## src/hdl/vasfs_pkg.sv

```systemverilog
package vasfs_pkg;

   localparam int POS_BITS         = 24;
   localparam int DIR_BITS         = 16;
   localparam int REG_BITS         = 7;
   localparam int PH_BITS          = 6;
   localparam int UV_BITS          = 16;
   localparam int DIFF_BITS        = POS_BITS + 1;
   localparam int PROD_BITS        = DIR_BITS + DIFF_BITS;
   localparam int SUM_BITS         = PROD_BITS + 2;
   localparam int CORDIC_BITS      = SUM_BITS + 4;
   localparam int ANGLE_BITS_DEF   = 16;
   localparam int CORDIC_STEPS_DEF = 16;
   localparam int ATAN_ENTRIES     = 24;
   localparam int REM_BITS         = REG_BITS;
   localparam int DIVW_PH          = PH_BITS;
   localparam int DIVW_UV          = PH_BITS + UV_BITS;

   localparam logic [REG_BITS-1:0] RESET_NUM_PHASES = 7'd8;
   localparam logic [REG_BITS-1:0] RESET_PER_ROW    = 7'd8;
   localparam logic [REG_BITS-1:0] RESET_PER_COL    = 7'd1;
   localparam logic [REG_BITS-1:0] REG_MAX          = 7'd64;

   typedef enum logic [1:0] {
      CSR_NUM_PHASES = 2'd0,
      CSR_PER_ROW    = 2'd1,
      CSR_PER_COL    = 2'd2
   } csr_index_type;

   typedef struct packed {
      logic signed [DIR_BITS-1:0] fwd_x;
      logic signed [DIR_BITS-1:0] fwd_y;
      logic signed [DIR_BITS-1:0] fwd_z;
      logic signed [DIR_BITS-1:0] rgt_x;
      logic signed [DIR_BITS-1:0] rgt_y;
      logic signed [DIR_BITS-1:0] rgt_z;
      logic signed [POS_BITS-1:0] obj_x;
      logic signed [POS_BITS-1:0] obj_y;
      logic signed [POS_BITS-1:0] obj_z;
      logic signed [POS_BITS-1:0] cam_x;
      logic signed [POS_BITS-1:0] cam_y;
      logic signed [POS_BITS-1:0] cam_z;
   } req_type;

   typedef struct packed {
      logic [PH_BITS-1:0] phase;
      logic [PH_BITS-1:0] sheet_column;
      logic [PH_BITS-1:0] sheet_row;
      logic [UV_BITS-1:0] uv_x;
      logic [UV_BITS-1:0] uv_y;
   } rsp_type;

   localparam logic [31:0] ATAN_TURN32 [ATAN_ENTRIES] = '{
      32'd536870912, 32'd316933406, 32'd167458907, 32'd85004756, 32'd42667331,
      32'd21354465, 32'd10680862, 32'd5340245, 32'd2670675, 32'd1335087,
      32'd667544, 32'd333772, 32'd166886, 32'd83443, 32'd41722, 32'd20861,
      32'd10430, 32'd5215, 32'd2608, 32'd1304, 32'd652, 32'd326, 32'd163, 32'd81
   };

   function automatic logic [31:0] atan_step(int step, int abits);
      logic [32:0] t;
      t = {1'b0, ATAN_TURN32[step]} + (33'd1 << (31 - abits));
      return 32'(t >> (32 - abits));
   endfunction

   function automatic logic [REG_BITS-1:0] clamp_reg(logic [REG_BITS-1:0] v);
      logic [REG_BITS-1:0] r;
      r = v;
      if (v == '0) r = 7'd1;
      else if (v > REG_MAX) r = REG_MAX;
      return r;
   endfunction

endpackage

```

## src/hdl/vasfs_div_cell.sv

```systemverilog
module vasfs_div_cell #(
   parameter int W  = 6,
   parameter int TW = 6
) (
   input  logic                           clock,
   input  logic                           en,
   input  logic [vasfs_pkg::REM_BITS-1:0] src_rem,
   input  logic [W-1:0]                   src_work,
   input  logic [vasfs_pkg::REG_BITS-1:0] divisor,
   input  logic [TW-1:0]                  src_tag,
   output logic [vasfs_pkg::REM_BITS-1:0] dst_rem,
   output logic [W-1:0]                   dst_work,
   output logic [TW-1:0]                  dst_tag
);
   import vasfs_pkg::*;

   logic [REM_BITS:0]   t, dv;
   logic                ge;
   logic [REM_BITS-1:0] rem_ff, rem_in;
   logic [W-1:0]        work_ff, work_in;
   logic [TW-1:0]       tag_ff;

   always_comb begin
      t       = {src_rem, src_work[W-1]};
      dv      = {1'b0, divisor};
      ge      = t >= dv;
      rem_in  = ge ? REM_BITS'(t - dv) : t[REM_BITS-1:0];
      work_in = {src_work[W-2:0], ge};
   end

   always_ff @(posedge clock) begin
      if (en) begin
         rem_ff  <= rem_in;
         work_ff <= work_in;
         tag_ff  <= src_tag;
      end
   end

   assign dst_rem  = rem_ff;
   assign dst_work = work_ff;
   assign dst_tag  = tag_ff;

endmodule

```

## config.mk

```make
export PLATFORM = sky130hd
export DESIGN_NAME = vasfs_div_cell
export DESIGN_NICKNAME = d
export VERILOG_FILES = /design/src/hdl/vasfs_pkg.sv /design/src/hdl/vasfs_div_cell.sv
export SDC_FILE = /design/constraint.sdc
export NUM_CORES = 1
export LEC_CHECK = 0
export BUFFER_PORTS_ARGS = -buffer_cell sky130_fd_sc_hd__buf_2
export CAP_MARGIN = 10
export CELL_PAD_IN_SITES_DETAIL_PLACEMENT = 1
export CELL_PAD_IN_SITES_GLOBAL_PLACEMENT = 2
export CORE_UTILIZATION = 26
export CTS_BUF_LIST = sky130_fd_sc_hd__clkbuf_4 sky130_fd_sc_hd__clkbuf_8 sky130_fd_sc_hd__clkbuf_16
export DETAILED_ROUTE_END_ITERATION = 7
export HOLD_SLACK_MARGIN = 0.08
export PLACE_DENSITY = 0.82
export SLEW_MARGIN = 30
export SYNTH_ARGS = -nofsm -noshare
export SYNTH_HDL_FRONTEND = slang
export SYNTH_SLANG_ARGS = --single-unit
```

## constraint.sdc

```tcl
create_clock -name clock -period 2.14 [get_ports clock]
set_input_delay 0.214 -clock clock [delete_from_list [all_inputs] [get_ports clock]]
set_output_delay 0.214 -clock clock [all_outputs]
set_load 0.1 [all_outputs]
```

## Yosys cells after proc, flatten, opt, wreduce, memory -nomap -nowiden

Index checks and enable logic that the tools add are counted.

| storage, ports and cells | value |
|---|---|
| input port bits | 28 |
| output and inout port bits | 19 |
| flip-flop bits (word level) | 19 |

| operators by class | value |
|---|---|
| muxes and demuxes | 1 |
| magnitude comparators | 1 |
| add/subtract/negate cells | 1 |

Operators by type and width:

| cell | count |
|---|---|
| $ge 8x7->1 | 1 |
| $mux 7 | 1 |
| $sub 7x7->7 | 1 |

## Longest topological paths before layout

Gate-level depths: netlist of the first run.

| depth | value |
|---|---|
| word-level depth | 2 |
| depth in mapped cells | 8 |
| gate-level depth less buffers | 8 |

## Worst setup path after synthesis of the first run

OpenSTA, ideal clock, no wires.

| timing | value |
|---|---|
| kind | input-to-reg |
| from | input port src_work[5] |
| to | register rem_ff[2], in the netlist dst_rem[2], data pin |
| buffers on the path | 0 |
| arrival time | 1.764 ns |
| setup time | 0.260 ns |
| stages on the path | 8 |
| setup slack | 0.116 ns |
| cell sequence | inv_1 -> ha_1 -> fa_1 -> nand2b_1 -> a21oi_4 -> o221ai_2 -> nand2_4 -> mux2_4 |

| on the way | value |
|---|---|
| longest elaborated chain between the ends | 2 |

Ends and longest elaborated chain:

| item | RTL line | RTL |
|---|---|---|
| from (decl) | vasfs_div_cell.sv:8 | `input logic [W-1:0] src_work,` |
| $ge 8x7->1 | vasfs_div_cell.sv:26 | `ge = t >= dv;` |
| named net ge | vasfs_div_cell.sv:18 | `logic ge;` |
| $mux 7 | vasfs_div_cell.sv:27 | `rem_in = ge ? REM_BITS'(t - dv) : t[REM_BITS-1:0];` |
| named net rem_in[2] | vasfs_div_cell.sv:19 | `logic [REM_BITS-1:0] rem_ff, rem_in;` |
| to (signal assigned) | vasfs_div_cell.sv:33 | `rem_ff <= rem_in;` |
| to (decl) | vasfs_div_cell.sv:19 |  |

The timed path passes the listed nets, and every way through them passes these cells.
A chain may end at the register's enable or synchronous reset.

## Worst setup path in the final report of the first run

Same ends and word-level chain as after synthesis.

==> results of run 1 <==
flip-flops by register name (all words and copies together), names as in the netlist:
signal	flops
dst_rem	7
dst_tag	6
dst_work	6
area by class of cell:
| class | count | area [µm²] | share of cell area [%] |
|---|---|---|---|
| Clock buffer | 4 | 48.8 | 3.49 |
| Timing Repair Buffer | 49 | 253 | 18.1 |
| Multi-Input combinational cell | 48 | 427 | 30.6 |
| Tap cell | 48 | 60.1 | 4.30 |
| Sequential cell | 19 | 571 | 40.9 |
| Inverter | 10 | 37.5 | 2.69 |
Yosys cell counts (all sizes together):
library cell	number	area (µm²)
o221ai	1	15.0
nand4	1	6.26
nand2	3	18.8
o21ai	1	5.00
nor2b	2	12.5
mux2	5	75.1
fa	1	20.0
inv	10	37.5
xnor2	1	8.76
edfxtp	19	571
a21oi	3	30.0
a211o	1	10.0
nand2b	2	12.5
nand3	2	10.0
nor3	2	10.0
ha	7	87.6
xor2	1	8.76
mux2i	3	30.0
o31a	1	8.76
a221oi	2	17.5
o21a	1	7.51
nor2	8	32.5
worst paths after layout:
check,from,endpoint,slack [ns],cells past startpoint
hold / removal,src_tag[5],dst_tag[5],0.15,1
setup / recovery,src_work[5],dst_rem[2],0.27,9
power groups by stage:
stage | combinational [mW] | sequential, mW | clock [mW]
after floorplan | 0.129 | 0.757 | 0
after global placement | 0.502 | 0.474 | 0
after detailed placement | 0.510 | 0.476 | 0
after CTS | 0.511 | 0.468 | 0.253
after global routing | 0.534 | 0.469 | 0.270
final | 0.507 | 0.466 | 0.245
cell families after synthesis:
logic type	Yosys count	synth area share [%]
muxes	8	10.2
and+or+nand+nor	20	9.92
xor gates and xnor gates	2	1.69
adders and majority gates	8	10.4
DFF	19	55.1
buffers and inverters	10	3.63
AOI/OAI and AO/OA	10	9.07
layer usage:
metal | vias up | wire length, µm | part of all wire (%)
met5 | - | 0 | 0
met4 | 0 | 4 | 0.19
met3 | 2 | 191 | 9.0
met2 | 34 | 1100 | 52
met1 | 354 | 816 | 39
li1 | 385 | - | -
per-stage QoR:
| stage | cells | hold slack [ns] | util (%) | worst slack [ns] | instance area, µm² |
|---|---|---|---|---|---|
| detailed placement | 174 | 0.394 | 36.0 | -0.000268 | 1350 |
| finish | 178 | 0.146 | 37.3 | 0.268 | 1400 |
| global route | 178 | 0.136 | 37.3 | 0.197 | 1400 |
| CTS | 178 | 0.138 | 37.3 | 0.261 | 1400 |
| global placement | 174 | 0.393 | 36.0 | 0.0374 | 1350 |
| floorplan | 77 | 0.313 | - | 0.116 | 1030 |
==> key figures, run 1 <==
Setup path
  • Crit path buf inv count: 2
  • Worst path max stage delay: approximately 0.38 ns
  • Worst setup EP type: flip-flop
  • Crit path DAT: between 1.5 and 2 ns
  • Slowest stage cell on the critical path: fa_1
  • Worst EP required: 2.14 ns
  • Worst Path Max Fanout: 7
  • Critical path's top delay family: adder cells
  • CP startpoint kind: primary input
  • Worst-path cell chain: buf_2 > inv_1 > ha_1 > fa_1 > nand2b_1 > a21oi_4 > o221ai_2 > nand2_4 > mux2_4
  • Critical path class: in -> reg

Clocking
  • Post-cts hold buffer count: 0
  • Post-CTS setup buffers: 0
  • Total clock buffers created by CTS: 3
  • Clock Path Buffers: 2
  • Clock transition at the registers of the reported paths: ~0.06 ns
  • CTS tree: done
  • CTS sink count: 19
  • Root Buffer: clkbuf_8
  • Max H-tree Level: 1
  • Post-cts sizing count: 0

Place
  • GPL Wtd Cong: roughly 0.85
  • Dpl hpwl: roughly 1.8 mm
  • IO Port Bufs: between 40 and 50

Die
  • Die Height: ~65 µm
  • IO Pins: 47
  • Horiz. Die Dim: about 65 µm
  • Die area: between 0.004 and 0.005 mm²
  • Initial Util: between 20% and 30%
  • CORE AREA: ~0.0037 mm²
  • # rows: 22

Global routing
  • Vias in the first global route: around 770
  • M3 GR Usage: under 10%
  • First-pass GRT wire length: roughly 3.4 mm
  • Initial antenna violation count: 0
  • GRT Util Overall: between 10% and 20%
  • Most Crowded Layer GR: met2
  • GRT overflow: 0
  • Met2 usage: between 20 and 25%
  • GRT met1 Usage: a little over a tenth
  • Largest net degree at the start of global routing: 20

Power and ir drop
  • Sequential power share: between 30% and 40%
  • Combinational power share: between 40% and 50%
  • Switching share of power: just over 40%
  • Power density cells: between 800 and 900 mW/mm²
  • Internal power: 0.726 mW
  • Leak: roughly 0.66 nW
  • Total Power: approximately 1.2 mW
  • Max VDD drop: 0.250 mV
  • Sw power: roughly 0.49 mW
  • Clk network pwr share: 20.1%

Layout
  • Most frequent cells in the layout: 46 x buf_2, 19 x edfxtp_1, 10 x inv_1, 7 x nor2_1, 7 x ha_1
  • Share of cells above drive strength 1: 49.2%
  • Commonest non-fill, non-tap cell in the layout: buf_2
  • Area delta synth->final: 34.9%
  • Antenna Cells: 0
  • # nets final: approximately 170
  • Layout filler cell count: between 400 and 500

Worst hold path
  • Hold WC Path Type: in -> reg

Timing
  • Worst Max-Slew Pin Slew: 0.494 ns
  • Tmin final: around 1.9 ns
  • Setup TNS: 0 ns
  • Slew margin rel.: 67.3%
  • Tcrit/Tclk final: 87.5%
  • Pins Over Slew Limit: 0
  • Maximum clock frequency: ~0.53 GHz
  • RSZ-0062 raised after global routing: no
  • Final Hold Fails: 0
  • Final Setup Violations: 0

Yosys
  • Yosys cell types: 26
  • Syn_area_per_cell: between 10 and 15 µm²
  • Sequential area share after synthesis: 55.1%
  • Syn_nets: 113
  • Post-Synthesis Cells: 77
  • FF+latch count, synth: 19
  • Syn. warnings: 0
  • Syn Std Cell Area: between 0.001 and 0.0015 mm²

Job
  • Total of max-cap violations: 0

Drt
  • Drt pass-1 iters: 4
  • 1st-iter DRT viols: 88
  • Vias: 775
  • DRC: 0
  • Antenna-violating nets left: 0
  • Total Wirelength: roughly 2.1 mm
  • WL/cell: 11.9 µm
  • Via density: ~4.4

Run status
  • Outcome: finished, final reports clean
Note: power is estimated with default switching activity, not from simulation.
==> run 2: changes to the inputs <==
Settings changed: CORE_ASPECT_RATIO set to 0.5, MAX_ROUTING_LAYER set to met4, SLEW_MARGIN 30 to not set.
==> key figures, run 2 (same netlist as run 1, synthesis figures left out) <==
Clocking
  • Post-cts sizing count: 0
  • Clock transition at the registers of the reported paths: roughly 0.060 ns
  • Root Buffer: clkbuf_8
  • Post-CTS setup buffers: 0
  • Clock Path Buffers: 2
  • Post-cts hold buffer count: 0
  • CTS sink count: 19
  • Total clock buffers created by CTS: 3
  • Max H-tree Level: 1
  • CTS tree: done

Drt
  • Vias: between 700 and 800
  • Antenna-violating nets left: 0
  • Drt pass-1 iters: 4
  • WL/cell: roughly 12 µm
  • Total Wirelength: between 2 and 2.5 mm
  • 1st-iter DRT viols: 17
  • Via density: 4.20
  • DRC: 0

Power and ir drop
  • Clk network pwr share: 20.3%
  • Total Power: 1.22 mW
  • Leak: around 0.66 nW
  • Combinational power share: a little over two fifths
  • Internal power: 0.726 mW
  • Sw power: 0.497 mW
  • Sequential power share: 38.1%
  • Max VDD drop: between 0.2 and 0.25 mV
  • Power density cells: between 800 and 900 mW/mm²
  • Switching share of power: approximately two fifths

Job
  • Total of max-cap violations: 0

Global routing
  • Vias in the first global route: roughly 720
  • Largest net degree at the start of global routing: 20
  • First-pass GRT wire length: 3.24 mm
  • GRT overflow: 0
  • GRT Util Overall: 10.6%
  • Initial antenna violation count: 0

Timing
  • RSZ-0062 raised after global routing: no
  • Slew margin rel.: about two thirds
  • Tcrit/Tclk final: about nine tenths
  • Final Setup Violations: 0
  • Pins Over Slew Limit: 0
  • Maximum clock frequency: 0.529 GHz
  • Worst Max-Slew Pin Slew: between 0.4 and 0.5 ns
  • Final worst-path setup slack: roughly 0.25 ns
  • Final Hold Fails: 0
  • Tmin final: 1.89 ns

Place
  • DP Worst Slack: -0.0175 ns
  • IO Port Bufs: 46
  • Dpl hpwl: between 1.5 and 2 mm
  • GPL Wtd Cong: about 0.83
  • Area after DPL: about 0.0014 mm²

Die
  • # rows: 15
  • Initial Util: roughly 29%
  • CORE AREA: around 0.0036 mm²
  • Die area: between 0.004 and 0.005 mm²
  • IO Pins: 47
  • Die Height: 46.6 µm
  • Horiz. Die Dim: approximately 91 µm

Layout
  • Util after Layout: about 39%
  • Commonest non-fill, non-tap cell in the layout: buf_2
  • Most frequent cells in the layout: 46 x buf_2, 19 x edfxtp_1, 10 x inv_1, 7 x nor2_1, 7 x ha_1
  • Antenna Cells: 0
  • Max reg flops: 7
  • Layout filler cell count: 421
  • Area delta synth->final: 35.3%
  • Share of cells above drive strength 1: about half
  • # nets final: roughly 170
  • Final Cell Area: around 0.0014 mm²
  • Register area: around 570 µm²
  • Multi-input logic area: ~430 µm²

Setup path
  • Worst setup EP type: flip-flop
  • Crit path buf inv count: 2
  • Crit path DAT: roughly 1.9 ns
  • Worst-path cell chain: buf_2 > inv_1 > ha_1 > fa_1 > nand2b_1 > a21oi_4 > o221ai_2 > nand2_4 > mux2_4
  • Critical path class: in -> reg
  • Critical path's top delay family: adder cells
  • Worst EP required: around 2.1 ns
  • CP startpoint kind: primary input
  • Slowest stage cell on the critical path: fa_1
  • Worst path max stage delay: ~0.38 ns
  • Worst Path Max Fanout: 7

Run status
  • Outcome: finished, final reports clean

Worst hold path
  • Hold WC Path Type: in -> reg
[run 2: worst paths after layout]
check,start,endpoint,depth (start not counted)
setup / recovery,src_work[5],dst_rem[2],9
hold / removal,src_tag[3],dst_tag[3],1
[run 2: area by class of cell]
class                           instances  share of cell area, %
Sequential cell                        19                   40.8
Multi-Input combinational cell         48                   30.5
Timing Repair Buffer                   49                   18.1
Tap cell                               51                   4.56
Clock buffer                            4                   3.49
Inverter                               10                   2.68
[run 2: stage by stage]
stage	std cells	hold slack [ns]	setup TNS [ns]
after floorplan	77	0.313	0
after global placement	177	0.391	0
after detailed placement	177	0.393	-0.0499
after CTS	181	0.138	0
after global routing	181	0.130	0
final	181	0.141	0
[run 2: metal layers]
| metal | share of wire (%) | vias up | track usage [%] |
|---|---|---|---|
| li1 | - | 385 | - |
| met1 | 47 | 360 | 12.3 |
| met2 | 49 | 11 | 18.0 |
| met3 | 1.6 | 4 | 1.49 |
| met4 | 2.0 | 0 | 6.67 |
| met5 | 0 | - | - |
[run 2: power by group through the flow]
stage	logic, mW	registers [mW]	clock network [mW]
2_1_floorplan	0.129	0.757	0
3_3_place_gp	0.506	0.473	0
3_5_place_dp	0.511	0.474	0
4_1_cts	0.512	0.467	0.254
5_1_grt	0.530	0.471	0.269
6_report	0.509	0.466	0.249
